==> config.mk <==
export PLATFORM = sky130hd
export DESIGN_NAME = mac_address_text_parser
export DESIGN_NICKNAME = d
export VERILOG_FILES = /design/src/hdl/macp_pkg.sv /design/src/hdl/macp_char_class.sv /design/src/hdl/mac_address_text_parser.sv
export SDC_FILE = /design/constraint.sdc
export NUM_CORES = 1
export LEC_CHECK = 0
export ABC_AREA = 1
export BUFFER_PORTS_ARGS = -buffer_cell sky130_fd_sc_hd__buf_2
export CAP_MARGIN = 20
export CORE_AREA = 2 2 148 150
export CTS_CLUSTER_SIZE = 24
export DETAILED_ROUTE_END_ITERATION = 7
export DIE_AREA = 0 0 150 152
export PLACE_DENSITY = 0.77
export RECOVER_POWER = 50
export SYNTH_ARGS = -nofsm -noshare
export SYNTH_HDL_FRONTEND = slang
export SYNTH_SLANG_ARGS = --single-unit
==> constraint.sdc <==
create_clock -name clock -period 7.9 [get_ports clock]
set_clock_uncertainty 0.15 [all_clocks]
set_input_delay 1.58 -clock clock [delete_from_list [all_inputs] [get_ports clock]]
set_output_delay 1.58 -clock clock [all_outputs]
set_load 0.05 [all_outputs]
==> src/hdl/macp_pkg.sv <==
`default_nettype none

package macp_pkg;

   localparam int unsigned AddrWidth = 48;

   // char positions that matter for the hex forms
   localparam logic [4:0] PairLen     = 5'd17;
   localparam logic [4:0] SixLen      = 5'd13;
   localparam logic [4:0] PairLastPos = 5'd16;
   localparam logic [4:0] SixLastPos  = 5'd12;
   localparam logic [4:0] SixSepPos   = 5'd6;
   localparam logic [4:0] PosMax      = 5'd31;

   // candidate bit indexes
   localparam int unsigned CandColon  = 0;
   localparam int unsigned CandHyphen = 1;
   localparam int unsigned CandSix    = 2;
   localparam int unsigned CandDec    = 3;

   localparam logic [7:0] CharColon  = 8'h3A;
   localparam logic [7:0] CharHyphen = 8'h2D;

   typedef enum logic [1:0] {
      FMT_COLON   = 2'd0,
      FMT_HYPHEN  = 2'd1,
      FMT_SIX     = 2'd2,
      FMT_DECIMAL = 2'd3
   } format_type;

   typedef struct packed {
      logic       is_hex;
      logic       is_digit;
      logic       is_colon;
      logic       is_hyphen;
      logic [3:0] nibble;
   } char_info_type;

endpackage

`default_nettype wire

==> src/hdl/macp_char_class.sv <==
`default_nettype none

module macp_char_class
   import macp_pkg::*;
(
   input  wire logic [7:0]    char_code,
   output char_info_type      info
);

   logic is_upper;
   logic is_lower;

   always_comb begin
      is_upper = (char_code >= 8'h41) && (char_code <= 8'h46);
      is_lower = (char_code >= 8'h61) && (char_code <= 8'h66);

      info.is_digit  = (char_code >= 8'h30) && (char_code <= 8'h39);
      info.is_hex    = info.is_digit || is_upper || is_lower;
      info.is_colon  = (char_code == CharColon);
      info.is_hyphen = (char_code == CharHyphen);
      // letters: low nibble 1..6 maps to 10..15
      info.nibble    = info.is_digit ? char_code[3:0] : (char_code[3:0] + 4'd9);
   end

endmodule

`default_nettype wire

==> src/hdl/mac_address_text_parser.sv <==
// mac_address_text_parser
// Parses the text of a MAC address, one ASCII character per request.
// Request channel: req_valid / req_stall carry req_char_code and
// req_last_char; req_last_char marks the final character of one text.
// Result channel: rsp_valid / rsp_stall carry one result per text:
// rsp_valid_res, rsp_format_kind (0 colon pairs, 1 hyphen pairs,
// 2 six-hyphen-six, 3 decimal) and the 48-bit rsp_address_value.
// Non-final characters give no result. Decimal is tried first, then the
// three hex forms; an invalid text gives kind 0 and value 0.
// Throughput: one character per cycle while req_stall is low, including
// back-to-back texts. Each character updates the parse state in the
// cycle it is taken. The result is in the output register in the cycle
// after the final character is accepted.
// When the receiver stalls, the result holds in the output register and
// characters keep flowing; only a final character waits (req_stall high)
// while a result is still held and stalled.
// Reset (synchronous, active high) clears the parse state and drops any
// pending result.

`default_nettype none

module mac_address_text_parser
   import macp_pkg::*;
(
   input  wire logic                 clock,
   input  wire logic                 reset,
   input  wire logic                 req_valid,
   output logic                      req_stall,
   input  wire logic [7:0]           req_char_code,
   input  wire logic                 req_last_char,
   output logic                      rsp_valid,
   input  wire logic                 rsp_stall,
   output logic                      rsp_valid_res,
   output logic [1:0]                rsp_format_kind,
   output logic [AddrWidth-1:0]      rsp_address_value
);

   // parse state
   logic [4:0]           pos_ff, pos_in;
   logic [3:0]           cand_ff, cand_in;
   logic [AddrWidth-1:0] hex_ff, hex_in;
   logic [AddrWidth-1:0] dec_ff, dec_in;
   logic                 ovf_ff, ovf_in;

   // result register
   logic                 out_valid_ff, out_valid_in;
   logic                 res_valid_ff, res_valid_in;
   format_type           fmt_ff, fmt_in;
   logic [AddrWidth-1:0] value_ff, value_in;

   char_info_type        info;
   logic                 accept;
   logic                 pair_sep;
   logic [3:0]           kill;
   logic [3:0]           cand_next;
   logic [AddrWidth+3:0] dec_sum;
   logic                 dec_over;
   logic                 ovf_next;
   logic [AddrWidth-1:0] dec_next;
   logic [AddrWidth-1:0] hex_next;

   macp_char_class u_class (
      .char_code (req_char_code),
      .info      (info)
   );

   // a final char waits only while a stalled result is still held
   assign req_stall = out_valid_ff && rsp_stall && req_last_char;
   assign accept    = req_valid && !req_stall;

   always_comb begin
      // separator slot of the pair forms: position mod 3 == 2, below 17
      pair_sep = (pos_ff == 5'd2) || (pos_ff == 5'd5) || (pos_ff == 5'd8) ||
                 (pos_ff == 5'd11) || (pos_ff == 5'd14);

      kill[CandColon]  = (pos_ff >= PairLen) ||
                         (pair_sep ? !info.is_colon : !info.is_hex);
      kill[CandHyphen] = (pos_ff >= PairLen) ||
                         (pair_sep ? !info.is_hyphen : !info.is_hex);
      kill[CandSix]    = (pos_ff >= SixLen) ||
                         ((pos_ff == SixSepPos) ? !info.is_hyphen : !info.is_hex);
      kill[CandDec]    = !info.is_digit;
      cand_next        = cand_ff & ~kill;

      hex_next = info.is_hex ? {hex_ff[AddrWidth-5:0], info.nibble} : hex_ff;

      // acc*10 + d as shift-add; anything above 48 bits means overflow
      dec_sum  = {1'b0, dec_ff, 3'b000} + {3'b000, dec_ff, 1'b0} +
                 {{AddrWidth{1'b0}}, info.nibble};
      dec_over = |dec_sum[AddrWidth+3:AddrWidth];

      ovf_next = ovf_ff;
      dec_next = dec_ff;
      if (info.is_digit && !ovf_ff) begin
         if (dec_over) begin
            ovf_next = 1'b1;
         end else begin
            dec_next = dec_sum[AddrWidth-1:0];
         end
      end
   end

   // next parse state: restart after the final char
   always_comb begin
      pos_in  = pos_ff;
      cand_in = cand_ff;
      hex_in  = hex_ff;
      dec_in  = dec_ff;
      ovf_in  = ovf_ff;
      if (accept) begin
         if (req_last_char) begin
            pos_in  = '0;
            cand_in = '1;
            hex_in  = '0;
            dec_in  = '0;
            ovf_in  = 1'b0;
         end else begin
            pos_in  = (pos_ff == PosMax) ? pos_ff : (pos_ff + 5'd1);
            cand_in = cand_next;
            hex_in  = hex_next;
            dec_in  = dec_next;
            ovf_in  = ovf_next;
         end
      end
   end

   // result selection, in priority order
   always_comb begin
      out_valid_in = out_valid_ff && rsp_stall;
      res_valid_in = res_valid_ff;
      fmt_in       = fmt_ff;
      value_in     = value_ff;
      if (accept && req_last_char) begin
         out_valid_in = 1'b1;
         res_valid_in = 1'b1;
         if (cand_next[CandDec] && !ovf_next) begin
            fmt_in   = FMT_DECIMAL;
            value_in = dec_next;
         end else if (cand_next[CandColon] && (pos_ff == PairLastPos)) begin
            fmt_in   = FMT_COLON;
            value_in = hex_next;
         end else if (cand_next[CandHyphen] && (pos_ff == PairLastPos)) begin
            fmt_in   = FMT_HYPHEN;
            value_in = hex_next;
         end else if (cand_next[CandSix] && (pos_ff == SixLastPos)) begin
            fmt_in   = FMT_SIX;
            value_in = hex_next;
         end else begin
            res_valid_in = 1'b0;
            fmt_in       = FMT_COLON;
            value_in     = '0;
         end
      end
   end

   always_ff @(posedge clock) begin
      if (reset) begin
         pos_ff       <= '0;
         cand_ff      <= '1;
         hex_ff       <= '0;
         dec_ff       <= '0;
         ovf_ff       <= 1'b0;
         out_valid_ff <= 1'b0;
      end else begin
         pos_ff       <= pos_in;
         cand_ff      <= cand_in;
         hex_ff       <= hex_in;
         dec_ff       <= dec_in;
         ovf_ff       <= ovf_in;
         out_valid_ff <= out_valid_in;
      end
   end

   // result payload, no reset needed
   always_ff @(posedge clock) begin
      res_valid_ff <= res_valid_in;
      fmt_ff       <= fmt_in;
      value_ff     <= value_in;
   end

   assign rsp_valid         = out_valid_ff;
   assign rsp_valid_res     = res_valid_ff;
   assign rsp_format_kind   = fmt_ff;
   assign rsp_address_value = value_ff;

endmodule

`default_nettype wire

==> results by group <==
Run status
  – Status: finished with violations
  – Failing checks: capacitance limit, slew limit

Logic synthesis
  – Post-synthesis average cell area: 6.504 um^2
  – Synth Warn #: 0
  – Post-synth EDFFs: 51
  – Top cell type's share of synthesized area: 0.1898
  – Register area share after synthesis: 0.3092
  – Seq cells post-synth: 158
  – Asr flop ratio synth: 0
  – Top_reg_cell synth: dfxtp_1
  – Cell taking the most area after synthesis: nand2_1
  – Post-synthesis cell area: 0.01188 mm^2
  – Top post-synthesis cells by area: nand2_1, dfxtp_1, edfxtp_1
  – Yosys cell types: 44
  – Synthesized Nets: 1946
  – Synth Instances: 1827

Floorplanning
  – Initial Utilization: 0.5566
  – Core area: 0.02135 mm^2
  – Die area: 0.02280 mm^2
  – Die X: 150 um
  – Die Ht: 152 um
  – # IOs: 66
  – Rows: 54

STA
  – Final period utilization: 0.8592
  – RSZ-0062 raised after global routing: no
  – Max frequency: 147.3 MHz
  – Normalized max-slew margin: -1.564
  – Final hold vios: 0
  – Final setup violation count: 0
  – Tmin final: 6.788 ns
  – Final Slew Violations: 238
  – Least-Margin Pin Slew: 3.847 ns
  – Post-route setup TNS: 0 ns

CTS
  – H-Tree Level Count: 4
  – TritonCTS Buffers: 17
  – CTS tree: yes
  – Cts hold-fix bufs: 0
  – Postcts setup bufs: 0
  – Clk slew on worst S/H paths: 0.06 ns
  – Clk sinks: 158
  – Resized Gates After CTS: 0
  – Clock Path Buffers: 2
  – Worst-Skew Late Latency: 0.43 ns
  – Root Buffer: clkbuf_16

Detailed routing
  – # DRC: 0
  – WL/cell: 15.92 um
  – Routed WL: 34180 um
  – DR vias/cell: 5.492
  – Initial drt markers: 1206
  – Drt pass-1 iters: 5
  – Antenna viol nets, final: 0
  – DR vias: 11790

Finish
  – Antenna Cells: 0
  – Commonest non-fill, non-tap cell in the layout: nand2_1
  – Synthesis-to-layout area growth: 8.718%
  – Seq. cell area: 0.003674 mm^2
  – Area of the multi-input gates: 0.007025 mm^2
  – Commonest cells after routing, fill and taps aside: nand2_1, inv_1, a21oi_1
  – Fill count: 2050
  – Layout cell share with drive strength beyond 1: 0.04339
  – Fin nets: 1973

Setup path
  – Worst r2r src: dec_ff[2]
  – CP startpoint kind: input pin
  – R2R Path End: rsp_address_value[10]
  – Cells on worst reg2reg path: 18
  – Reg2reg setup slack: 3.45 ns
  – CP Class: input pin to flip-flop
  – Critical Path End Type: flip-flop
  – Top Family by Delay on Critical Path: buffers and inverters
  – Slowest-stage cell, CP: clkbuf_1
  – Max stage delay on crit path: 2.68 ns
  – CP Buf/Inv Count: 5
  – Critical path arrival: 6.94 ns
  – Crit-path cells: clkbuf_1 -> inv_1 -> ha_1 -> nand2_1 -> o221ai_1 -> nand2_1 -> nand3_1 -> nand2_2 -> clkbuf_1 -> nor2_1 -> nor2_1 -> nand2_1 -> nand3_2 -> buf_12 -> nand2_1 -> nand2_1 -> o21ai_1 -> inv_1
  – Cell repeated most along the worst path: nand2_1
  – Critical Path RT: 8.05 ns
  – CP max FO: 96

Worst hold path
  – Worst hold start: hex_ff[39]
  – Min-delay worst type: flip-flop to flip-flop
  – Hold Path End: hex_ff[39]
  – Depth of the worst hold-timing path: 2

Power and ir drop
  – Power per cell area: 147.2 mW/mm^2
  – Tot Pwr: 1.901 mW
  – Leakage: 6.085 nW
  – IR Drop Worst-Case VDD: 0.1604 mV

Global routing
  – Antenna violations before repair: 0
  – Pin count of the biggest net entering global routing: 103
  – Gr usage total: 0.2993
  – Vias in the first global route: 10750
  – Overflow after GRT: 0
  – Global-route wire length before repair: 54720 um

Placement
  – Placer congestion estimate: 1.006
  – Port buffer count: 65
  – Placed wire-length estimate: 25310 um

Job
  – MaxCap Viol Count: 4
cell usage after synthesis (11+ instances only):
cell type    n
nand4_1     17
buf_2       11
inv_1      224
edfxtp_1    51
xnor2_1     24
dfxtp_1    107
clkbuf_1    49
nor2_1     161
o21ai_1     22
nand3_1     57
ha_1       104
nand2_1    601
o21ai_0    102
xor2_1      20
a21oi_1    194
nor3_1      13
sequential cells by signal (all words and copies together), names as in the netlist:
name / flops
hex_ff: 48
rsp_address_value: 48
rsp_valid: 1
rsp_valid_res: 1
pos_ff: 5
dec_ff: 48
ovf_ff: 1
rsp_format_kind: 2
cand_ff: 4
worst max-delay path by stage:
stage | start | endpoint | slack, ns | cells after the start
4_1_cts | req_char_code[0] | rsp_address_value[3] | 1.45 | 26
6_report | req_char_code[0] | rsp_address_value[36] | 1.11 | 18
3_5_place_dp | req_char_code[0] | rsp_address_value[3] | 1.03 | 26
3_3_place_gp | req_char_code[0] | rsp_address_value[6] | 1.17 | 27
2_1_floorplan | req_char_code[1] | rsp_address_value[36] | 2.36 | 26
5_1_grt | req_char_code[0] | rsp_address_value[36] | 0.55 | 18
metrics by stage:
| step | utilization | worst slack [ns] | hold slack (ns) | std cells | instance area (um^2) |
|---|---|---|---|---|---|
| floorplan | - | 2.356 | 0.2873 | 1827 | 11880 |
| global placement | 0.5772 | 1.167 | 0.3000 | 2112 | 12320 |
| detailed placement | 0.5772 | 1.026 | 0.3051 | 2112 | 12320 |
| CTS | 0.6067 | 1.448 | 0.3147 | 2144 | 12950 |
| global route | 0.6051 | 0.5494 | 0.3245 | 2147 | 12920 |
| finish | 0.6051 | 1.112 | 0.3148 | 2147 | 12920 |
tightest hold or removal path, delay by kind of cell, from the launching register on:
family          cells  cell delay, ns
flops               1            0.31
simple gates        1            0.06
compound gates      1            0.05
final cells by class:
| cell class | count | share of cell area |
|---|---|---|
| inverter | 236 | 0.06877 |
| clock buffer | 24 | 0.03903 |
| sequential | 158 | 0.2844 |
| clock inverter | 8 | 0.009685 |
| multi-input combinational | 1366 | 0.5438 |
| timing repair buffer | 75 | 0.02722 |
| tap | 280 | 0.02712 |
routing by layer:
| layer | GRT usage | part of all wire | vias up |
|---|---|---|---|
| met5 | 0 | 0 | - |
| met4 | 0.07278 | 0.019 | 0 |
| met3 | 0.04324 | 0.078 | 48 |
| met2 | 0.4521 | 0.44 | 460 |
| met1 | 0.4493 | 0.46 | 5389 |
| li1 | - | - | 5895 |
where the power goes:
group / switching, mW / internal [mW]
Combinational: 0.122 / 0.0362
Sequential: 0.00887 / 0.851
Clock: 0.338 / 0.545
Total: 0.469 / 1.43
cell families (layout without fill, tap and decap cells):
logic type                 count (synthesis)  in the layout  synth area share
DFF                                      158            158            0.3091
buffers and inverters                    303            343            0.1009
and+or+nand+nor                          874            874            0.2947
xor gates and xnor gates                  44             44           0.03243
AOI/OAI and AO/OA                        340            340            0.1480
adders and majority gates                106            106            0.1129
muxes                                      2              2          0.001895
(Power assumes the default switching activity.)
